==> src/hw/rtl/htq_pkg.sv <==
// Package for the heap timer queue: shared constants, command and result codes.
// No dependencies.
package htq_pkg;
	localparam int CAPACITY_DEF = 32;
	localparam int TICK_BITS_DEF = 32;
	localparam int ID_BITS = 5;
	localparam int NUM_TIMERS = 32;
	localparam int IVAL_BITS = 31;
	localparam int OUT_TICK_BITS = 32;

	localparam logic [1:0] CMD_SCHED = 2'd0;
	localparam logic [1:0] CMD_CANCEL = 2'd1;
	localparam logic [1:0] CMD_RUN = 2'd2;
	localparam logic [1:0] CMD_UNUSED = 2'd3;

	localparam logic [1:0] KIND_EXPIRED = 2'd0;
	localparam logic [1:0] KIND_DONE = 2'd1;
	localparam logic [1:0] KIND_REJECT = 2'd2;
endpackage

==> src/hw/rtl/htq_cmp.sv <==
// Shared deadline adder/subtractor: a + b, or a - b with carry out (no borrow).
// Depends on htq_pkg for the default width; pure logic.
module htq_cmp #(
	parameter int TICK_BITS = htq_pkg::TICK_BITS_DEF
) (
	input  logic [TICK_BITS-1:0] a,
	input  logic [TICK_BITS-1:0] b,
	input  logic                 sub,
	output logic [TICK_BITS-1:0] res,
	output logic                 carry
);
	logic [TICK_BITS:0] full;
	assign full = {1'b0, a} + {1'b0, (sub ? ~b : b)} + {{TICK_BITS{1'b0}}, sub};
	assign res = full[TICK_BITS-1:0];
	assign carry = full[TICK_BITS];
endmodule

==> src/hw/rtl/heap_timer_queue.sv <==
// Heap timer queue top level: command sequencer, heap memory and slot table.
// Depends on htq_pkg and htq_cmp.
//
// Usage: one request channel (cmd, timer_id, now, interval) with in_valid and
// in_ready, one result channel (kind, expired_id, next_valid, next_deadline,
// last) with out_valid and out_ready. Every request gives exactly one result
// with last set; a run first gives one expired result per timer due at now.
//
// The block handles one request at a time; in_ready is high only while the
// sequencer is idle. All arithmetic goes through one shared adder/subtractor;
// the heap memory gives one registered read and takes one write per cycle.
// A reject goes from the check straight to its result. A schedule appends at
// the end and climbs the heap; a cancel moves the last entry into the freed
// slot where needed and climbs or sifts it down. A run checks the root against
// now, removes each expired timer with a sift-down, then gives the final result.
//
// Reset clears the entry count, the slot table and the output register; the
// heap memory is not cleared. When the receiver stalls, the result waits in
// the output register and the sequencer holds at its next result.
module heap_timer_queue #(
	parameter int CAPACITY = htq_pkg::CAPACITY_DEF,
	parameter int TICK_BITS = htq_pkg::TICK_BITS_DEF
) (
	input  logic                              clk,
	input  logic                              arst_n,
	input  logic                              in_valid,
	output logic                              in_ready,
	input  logic [1:0]                        cmd,
	input  logic [htq_pkg::ID_BITS-1:0]       timer_id,
	input  logic [htq_pkg::OUT_TICK_BITS-1:0] now,
	input  logic [htq_pkg::IVAL_BITS-1:0]     interval,
	output logic                              out_valid,
	input  logic                              out_ready,
	output logic [1:0]                        kind,
	output logic [htq_pkg::ID_BITS-1:0]       expired_id,
	output logic                              next_valid,
	output logic [htq_pkg::OUT_TICK_BITS-1:0] next_deadline,
	output logic                              last
);
	localparam int SB = $clog2(CAPACITY + 1);   // slot, count and address width
	localparam int IB = htq_pkg::ID_BITS;
	localparam int NT = htq_pkg::NUM_TIMERS;
	localparam logic [TICK_BITS-1:0] SIGN = {1'b1, {(TICK_BITS-1){1'b0}}};

	typedef enum logic [3:0] {
		ST_IDLE, ST_CHK, ST_RM, ST_RM_LD, ST_UP_RD, ST_UP_CMP, ST_PLACE,
		ST_DN_RDL, ST_DN_KL, ST_DN_KR, ST_DN_SEL, ST_RUN_RD, ST_RUN_CHK, ST_OUT
	} state_t;

	typedef struct packed {
		logic [IB-1:0]        id;
		logic [TICK_BITS-1:0] dl;
	} entry_t;

	state_t state_q;
	state_t done_st;
	logic [1:0] cmd_q;
	logic [IB-1:0] id_q;
	logic [TICK_BITS-1:0] now_q;
	logic [TICK_BITS-1:0] ival_q;
	logic [SB-1:0] count_q;
	logic [SB-1:0] cur_q;        // hole slot of the moving entry
	entry_t cur_e_q;             // moving entry, written only at its final slot
	entry_t l_e_q, r_e_q;        // children of the hole during sift-down
	logic [TICK_BITS-1:0] key_l_q, key_r_q;  // offset-binary child - moving
	logic first_q;               // cancel's first parent check is not-later

	// pending final result
	logic [1:0] pk_q;
	logic pnv_q;
	logic [TICK_BITS-1:0] pnd_q;

	// heap memory, slots 1..CAPACITY
	entry_t heap_mem [CAPACITY+1];
	logic [SB-1:0] rd_addr;
	entry_t rd_data_q;
	logic wr_en;
	logic [SB-1:0] wr_addr;
	entry_t wr_data;

	// slot table, 0 = unscheduled
	logic [SB-1:0] slot_q [NT];

	// output register
	logic ov_q;
	logic [1:0] okind_q;
	logic [IB-1:0] oid_q;
	logic onv_q;
	logic [TICK_BITS-1:0] ond_q;
	logic olast_q;

	// shared adder/subtractor
	logic [TICK_BITS-1:0] alu_a, alu_b, alu_res;
	logic alu_sub, alu_co;
	logic alu_le, alu_neg, alu_ult;
	htq_cmp #(.TICK_BITS(TICK_BITS)) u_cmp (
		.a(alu_a), .b(alu_b), .sub(alu_sub), .res(alu_res), .carry(alu_co)
	);
	assign alu_neg = alu_res[TICK_BITS-1];
	assign alu_le = alu_res[TICK_BITS-1] | (alu_res == '0);
	assign alu_ult = !alu_co;

	logic [SB:0] lslot, rslot;
	logic l_is_last, l_beyond;
	assign lslot = {cur_q, 1'b0};
	assign rslot = {cur_q, 1'b1};
	assign l_is_last = (lslot == {1'b0, count_q});
	assign l_beyond = (lslot > {1'b0, count_q});

	logic up_swap, dn_go, dn_left;
	entry_t dn_e;
	assign up_swap = first_q ? alu_le : !alu_le;
	// stop when neither child is strictly earlier; equal keys pick the right
	assign dn_go = !(key_l_q[TICK_BITS-1] && key_r_q[TICK_BITS-1]);
	assign dn_left = alu_ult;
	assign dn_e = dn_left ? l_e_q : r_e_q;

	logic emit_ok, out_load;
	assign emit_ok = !ov_q || out_ready;
	assign out_load = emit_ok &&
		(state_q == ST_OUT || (state_q == ST_RUN_CHK && alu_le));

	assign done_st = (cmd_q == htq_pkg::CMD_RUN) ? ST_RUN_RD : ST_OUT;

	assign in_ready = (state_q == ST_IDLE);
	assign out_valid = ov_q;
	assign kind = okind_q;
	assign expired_id = oid_q;
	assign next_valid = onv_q;
	assign next_deadline = htq_pkg::OUT_TICK_BITS'(ond_q);
	assign last = olast_q;

	always_ff @(posedge clk) begin
		rd_data_q <= heap_mem[rd_addr];
		if (wr_en) heap_mem[wr_addr] <= wr_data;
	end

	// memory read address by state
	always_comb begin
		rd_addr = cur_q;
		case (state_q)
			ST_RM:      rd_addr = count_q;
			ST_UP_RD:   rd_addr = cur_q >> 1;
			ST_DN_RDL:  rd_addr = l_beyond ? cur_q : SB'(lslot);
			ST_DN_KL:   rd_addr = l_is_last ? cur_q : SB'(rslot);
			ST_RUN_RD:  rd_addr = SB'(1);
			ST_RUN_CHK: rd_addr = SB'(1);
			default: ;
		endcase
	end

	// shared unit operands by state
	always_comb begin
		alu_a = '0;
		alu_b = '0;
		alu_sub = 1'b1;
		case (state_q)
			ST_CHK: begin
				alu_a = now_q; alu_b = ival_q; alu_sub = 1'b0;
			end
			ST_UP_CMP: begin
				// first check: moving not later than parent; else parent later
				alu_a = first_q ? cur_e_q.dl : rd_data_q.dl;
				alu_b = first_q ? rd_data_q.dl : cur_e_q.dl;
			end
			ST_DN_KL, ST_DN_KR: begin
				alu_a = rd_data_q.dl; alu_b = cur_e_q.dl;
			end
			ST_DN_SEL: begin
				alu_a = key_l_q; alu_b = key_r_q;
			end
			ST_RUN_CHK: begin
				alu_a = rd_data_q.dl; alu_b = now_q;
			end
			default: ;
		endcase
	end

	// one heap write per cycle: move a neighbor into the hole, or place
	always_comb begin
		wr_en = 1'b0;
		wr_addr = cur_q;
		wr_data = cur_e_q;
		case (state_q)
			ST_UP_CMP: begin
				wr_en = up_swap; wr_data = rd_data_q;
			end
			ST_PLACE: wr_en = 1'b1;
			ST_DN_KL: begin
				wr_en = l_is_last && alu_neg; wr_data = rd_data_q;
			end
			ST_DN_SEL: begin
				wr_en = dn_go; wr_data = dn_e;
			end
			default: ;
		endcase
	end

	always_ff @(posedge clk or negedge arst_n) begin
		if (!arst_n) begin
			state_q <= ST_IDLE;
			cmd_q <= htq_pkg::CMD_SCHED;
			id_q <= '0;
			now_q <= '0;
			ival_q <= '0;
			count_q <= '0;
			cur_q <= '0;
			cur_e_q <= '0;
			l_e_q <= '0;
			r_e_q <= '0;
			key_l_q <= '0;
			key_r_q <= '0;
			first_q <= 1'b0;
			pk_q <= htq_pkg::KIND_DONE;
			pnv_q <= 1'b0;
			pnd_q <= '0;
			for (int k = 0; k < NT; k++) slot_q[k] <= '0;
			ov_q <= 1'b0;
			okind_q <= htq_pkg::KIND_DONE;
			oid_q <= '0;
			onv_q <= 1'b0;
			ond_q <= '0;
			olast_q <= 1'b0;
		end else begin
			ov_q <= out_load || (ov_q && !out_ready);
			case (state_q)
				ST_IDLE: begin
					if (in_valid) begin
						cmd_q <= cmd; id_q <= timer_id;
						now_q <= TICK_BITS'(now);
						ival_q <= TICK_BITS'(interval);
						state_q <= ST_CHK;
					end
				end
				ST_CHK: begin
					pnv_q <= 1'b0; pnd_q <= '0;
					case (cmd_q)
						htq_pkg::CMD_SCHED: begin
							if (slot_q[id_q] != '0 || count_q >= SB'(CAPACITY)) begin
								pk_q <= htq_pkg::KIND_REJECT; state_q <= ST_OUT;
							end else begin
								// append at the end, then climb
								pk_q <= htq_pkg::KIND_DONE;
								count_q <= count_q + 1'b1;
								cur_q <= count_q + 1'b1;
								cur_e_q <= '{id: id_q, dl: alu_res};
								first_q <= 1'b0;
								state_q <= (count_q == '0) ? ST_PLACE : ST_UP_RD;
							end
						end
						htq_pkg::CMD_CANCEL: begin
							if (slot_q[id_q] == '0) begin
								pk_q <= htq_pkg::KIND_REJECT; state_q <= ST_OUT;
							end else begin
								pk_q <= htq_pkg::KIND_DONE;
								cur_q <= slot_q[id_q];
								state_q <= ST_RM;
							end
						end
						htq_pkg::CMD_RUN: state_q <= ST_RUN_RD;
						default: begin
							pk_q <= htq_pkg::KIND_REJECT; state_q <= ST_OUT;
						end
					endcase
				end
				ST_RM: begin
					// drop timer id_q at cur_q; fetch the last entry if it must move
					slot_q[id_q] <= '0;
					count_q <= count_q - 1'b1;
					if (cur_q == count_q) state_q <= done_st;
					else state_q <= ST_RM_LD;
				end
				ST_RM_LD: begin
					cur_e_q <= rd_data_q;
					if (cur_q > SB'(1)) begin
						first_q <= 1'b1; state_q <= ST_UP_RD;
					end else state_q <= ST_DN_RDL;
				end
				ST_UP_RD: state_q <= ST_UP_CMP;
				ST_UP_CMP: begin
					if (up_swap) begin
						// parent moves down into the hole
						slot_q[rd_data_q.id] <= cur_q;
						cur_q <= cur_q >> 1;
						first_q <= 1'b0;
						state_q <= ((cur_q >> 1) > SB'(1)) ? ST_UP_RD : ST_PLACE;
					end else if (first_q) begin
						first_q <= 1'b0; state_q <= ST_DN_RDL;
					end else state_q <= ST_PLACE;
				end
				ST_PLACE: begin
					slot_q[cur_e_q.id] <= cur_q;
					state_q <= done_st;
				end
				ST_DN_RDL: state_q <= l_beyond ? ST_PLACE : ST_DN_KL;
				ST_DN_KL: begin
					l_e_q <= rd_data_q;
					key_l_q <= alu_res ^ SIGN;
					if (l_is_last) begin
						// single child: move it up only if strictly earlier
						if (alu_neg) begin
							slot_q[rd_data_q.id] <= cur_q;
							cur_q <= SB'(lslot);
						end
						state_q <= ST_PLACE;
					end else state_q <= ST_DN_KR;
				end
				ST_DN_KR: begin
					r_e_q <= rd_data_q;
					key_r_q <= alu_res ^ SIGN;
					state_q <= ST_DN_SEL;
				end
				ST_DN_SEL: begin
					if (dn_go) begin
						slot_q[dn_e.id] <= cur_q;
						cur_q <= dn_left ? SB'(lslot) : SB'(rslot);
						state_q <= ST_DN_RDL;
					end else state_q <= ST_PLACE;
				end
				ST_RUN_RD: begin
					if (count_q == '0) begin
						pk_q <= htq_pkg::KIND_DONE; pnv_q <= 1'b0; pnd_q <= '0;
						state_q <= ST_OUT;
					end else state_q <= ST_RUN_CHK;
				end
				ST_RUN_CHK: begin
					if (alu_le) begin
						// root is due: hold until the output register frees
						if (emit_ok) begin
							okind_q <= htq_pkg::KIND_EXPIRED;
							oid_q <= rd_data_q.id; onv_q <= 1'b0; ond_q <= '0;
							olast_q <= 1'b0;
							id_q <= rd_data_q.id; cur_q <= SB'(1);
							state_q <= ST_RM;
						end
					end else begin
						pk_q <= htq_pkg::KIND_DONE; pnv_q <= 1'b1;
						pnd_q <= rd_data_q.dl;
						state_q <= ST_OUT;
					end
				end
				ST_OUT: begin
					if (emit_ok) begin
						okind_q <= pk_q; oid_q <= '0; onv_q <= pnv_q;
						ond_q <= pnd_q; olast_q <= 1'b1;
						state_q <= ST_IDLE;
					end
				end
				default: state_q <= ST_IDLE;
			endcase
		end
	end
endmodule

==> config.mk <==
export PLATFORM = sky130hd
export DESIGN_NAME = heap_timer_queue
export DESIGN_NICKNAME = d
export VERILOG_FILES = /design/src/hw/rtl/htq_pkg.sv /design/src/hw/rtl/htq_cmp.sv /design/src/hw/rtl/heap_timer_queue.sv
export SDC_FILE = /design/constraint.sdc
export NUM_CORES = 2
export LEC_CHECK = 0
export BUFFER_PORTS_ARGS = -buffer_cell sky130_fd_sc_hd__buf_4
export CAP_MARGIN = 20
export CORE_MARGIN = 2
export CORE_UTILIZATION = 63
export CTS_CLUSTER_DIAMETER = 100
export DETAILED_ROUTE_END_ITERATION = 6
export PLACE_DENSITY_LB_ADDON = 0.1
export RECOVER_POWER = 25
export SLEW_MARGIN = 40
export SYNTH_ARGS = -nofsm -noshare
export SYNTH_HDL_FRONTEND = slang
export SYNTH_SLANG_ARGS = --single-unit
==> constraint.sdc <==
create_clock -name clk -period 12.5 [get_ports clk]
set_input_delay 0.625 -clock clk [delete_from_list [all_inputs] [get_ports clk]]
set_output_delay 0.625 -clock clk [all_outputs]
set_load 0.03 [all_outputs]
==> results.py <==
metrics = {
    "critical_path": {
        "cp_slowest_stage_delay_ps": 2640,
        "cp_data_required_time_ps": 13220,
        "crit_path_cell_trace": "clkbuf_1 -> ha_1 -> nand4b_1 -> o21ai_0 -> o21ai_0 -> a22o_1 -> a221o_1 -> clkbuf_2 -> buf_16 -> mux4_2 -> o22ai_1 -> a21oi_1 -> a32o_1",
        "start_kind": "register",
        "cp_common_cell": "o21ai_0",
        "cp_top_family": "buffers and inverters",
        "end_kind": "register",
        "arrival_ps": 11460,
        "cp_slowest_cell": "clkbuf_1",
        "worst-path-buf-inv": 3,
        "path_max_fanout": 104,
        "crit_type": "register to register",
    },
    "placed_design": {
        "dp_slack_ps": 3260,
        "place.gp.congestion": 1.00,
        "port_buffers": 116,
        "dpl.cell_count": 8231,
        "hpwlAfterDp_mm": 150,
    },
    "cts": {
        "htreeDepth": 4,
        "cts_buffer_depth": 3,
        "cts_num_sinks": 1789,
        "cts_root_buf": "clkbuf_16",
        "cts_tree": "done",
        "cts_resized": 0,
        "clk_latency_ps": 870,
        "cts.clk_slew.worst_paths_ps": 60,
        "cts_buffers": 179,
    },
    "floorplanning": {
        "die_area_um2": 132000,
        "rows": 131,
        "die_w_um": 363,
        "io_pins": 117,
        "die_h_um": 363,
        "core_area_um2": 128000,
        "start_util": 0.635,
    },
    "timing": {
        "finalSetupViolCount": 0,
        "holdWs_ps": 24.8,
        "worst_pin_slew_ps": 4830,
        "max_freq_mhz": 93.1,
        "relSlewSlack": -2.22,
        "finalSetupTns_ps": 0,
        "fin_crit_sh": 0.859,
        "hold_viol_final": 0,
        "rsz0062_at_grt": "false",
        "slew_viol_final": 1192,
        "period_needed_ps": 10740,
        "fin_ws_ps": 1760,
        "skew_ps": 77.4,
    },
    "routing": {
        "routed_wl_mm": 248,
        "first_pass_iters": 7,
        "routedWlPerCell_um": 28.9,
        "via_count": 61777,
        "ant_nets": 0,
        "vias_per_cell": 7.20,
        "drcViolationCount": 33,
        "drt_iter0_drc": 10308,
    },
    "final_layout": {
        "area_growth_pct": 10.6,
        "nets": 6880,
        "fin_cells": 8576,
        "drive_above_1_share": 0.119,
    },
    "logic_synthesis": {
        "ys_seq_area_frac": 0.625,
        "synth.area.top_cells": "edfxtp_1 (45%), dfrtp_1 (16%), nand2_1 (6.1%), a221oi_1 (2.7%), mux4_2 (2.1%)",
        "synth_edf_count": 1221,
        "synth-adder-area-share": 0.00642,
        "yosysTopAreaCellShare": 0.452,
        "synth_xor_area_frac": 0.00441,
        "postSynth.asyncResetShare": 0.297,
        "synth_top_family_by_area": "compound AO/OA/AOI/OAI gates",
        "synth_cell_types": 101,
        "synthCells": 6840,
        "ys_warn_count": 0,
        "synth_top_cell_by_area": "edfxtp_1",
        "synth_flop_cell": "edfxtp_1",
        "avgSynthCellArea_um2": 11.9,
        "synth.cell_area_um2": 81100,
        "synth_compound_area_frac": 0.164,
        "synth.area.mux_share": 0.0494,
        "synth_nets": 6955,
        "ys_ff_latch": 1789,
        "synth_simple_gate_area_share": 0.123,
    },
    "run_status": {
        "outcome": "complete, but fails checks",
        "violations": "design-rule violations, max-capacitance violations, max-slew violations",
    },
    "global_route": {
        "grt_start_max_net_pins": 175,
        "grt_pass1_vias": 57806,
        "antenna_found_initial": 10,
        "groute.usage.overall": 0.372,
        "gr-total-overflow": 0,
        "grt_pass1_wl_mm": 370,
    },
    "hold_path": {
        "hold_class": "primary input to register",
    },
    "job": {
        "maxCapViolCount": 22,
    },
}
[worst paths after layout]
check	end	start	depth (start not counted)	slack [ps]
worst min-delay path	ival_q[29]	interval[29]	2	20
worst max register to register	rd_data_q[17]	cur_q[2]	13	1760
worst min register to register	pk_q[0]	pk_q[0]	2	460
max in group asynchronous	cur_q[0]	arst_n	4	3260
min in group asynchronous	slot_q[39]	arst_n	2	870
worst max-delay path	rd_data_q[17]	cur_q[2]	13	1760
[state kept, by name, summed over array words and instances (netlist names), 2 cells and up]
name           cells
kind               2
slot_q           192
cur_e_q           37
key_l_q           32
pnd_q             32
pk_q               2
cmd_q              2
l_e_q             37
id_q               5
key_r_q           32
state_q            4
rd_data_q         37
ival_q            31
heap_mem        1221
count_q            6
now_q             32
cur_q              6
r_e_q             37
expired_id         5
next_deadline     32
[cells in the mapped netlist, types with 20 or more instances]
cell type and number:
ha_1 40, inv_1 25, clkbuf_1 408, buf_1 68, nand2_1 1309, a311oi_1 37, buf_2 68, a221oi_1 254
nand2b_1 27, a21oi_1 275, nor2_1 270, nor4_1 60, nand4_1 21, mux2_2 111, dfrtp_1 529, mux2i_1 109
a221o_1 68, nor3_1 175, a32o_1 38, mux4_2 74, a21o_1 110, a22oi_1 195, o221ai_1 112, edfxtp_1 1221
or3_1 23, and3_1 47, a222oi_1 36, xnor2_1 33, dfxtp_1 37, nand3_1 241, o21ai_0 232, a31oi_1 40
o22ai_1 216, o311ai_0 20, a22o_1 72
[worst register-to-register path: cells and delay by family, from the launching register on]
family,cells,cell delay (ps)
AND/OR/NAND/NOR,1,170
multiplexers,1,490
flip-flops,1,340
AO/OA/AOI/OAI,7,4130
adder cells (fa/ha/maj),1,630
buffers and inverters,3,4890
[cells by family (layout without fill, tap and decap cells)]
family,after synthesis,after routing
simple gates,2276,2276
other cells,0,1
fa+ha+maj,41,41
flops,1789,1789
compound gates,1828,1828
xor+xnor,40,40
mux,294,294
buf+inv,572,645
[layer usage]
metal / GRT usage / up-vias / wire [µm]
met5: 0 / - / 39
met4: 0.149 / 6 / 10900
met1: 0.538 / 30502 / 96200
met2: 0.550 / 4331 / 110000
met3: 0.0832 / 695 / 30600
li1: - / 26243 / -
[timing repair]
action | CTS | global route
buffers inserted | 0 | 0
endpoints found under the setup margin | 0 | 0
endpoints found under the hold margin | 104 | 0
hold buffers | 9 | 0
[layout make-up]
type,count,area (µm²)
sequential,1789,50700
fill,8734,38000
multi-input combinational,4479,28700
clock buffer,233,4810
timing repair buffer,291,2260
tap,1662,2080
clock inverter,96,1060
inverter,25,93.8
antenna,1,2.50
[through the flow]
stage | area, µm² | utilization
final | 89700 | 0.703
after global routing | 89700 | 0.703
after detailed placement | 83900 | 0.657
after floorplan | 81100 | -
after CTS | 89900 | 0.704
after global placement | 83500 | 0.654
[cell usage in the layout, fill, tap and decap left out, types with 38 or more instances in the layout]
cell	netlist	layout
a31oi_1	40	40
nor2_1	270	249
a221oi_1	254	253
o21ai_0	232	231
edfxtp_1	1221	1221
clkbuf_16	0	180
o22ai_1	216	216
clkbuf_1	408	105
nor3_1	175	162
mux2_2	111	111
a22o_1	72	72
and3_1	47	46
ha_1	40	40
nor4_1	60	54
a21o_1	110	108
mux2i_1	109	109
a32o_1	38	38
nand2_1	1309	1303
a21oi_1	275	273
o221ai_1	112	113
nand3_1	241	239
dfrtp_1	529	520
a221o_1	68	51
buf_4	2	191
a22oi_1	195	195
mux4_2	74	74
Power is not shown: default switching activity piles up to over one toggle a cycle in this logic, so the estimate is an artifact.
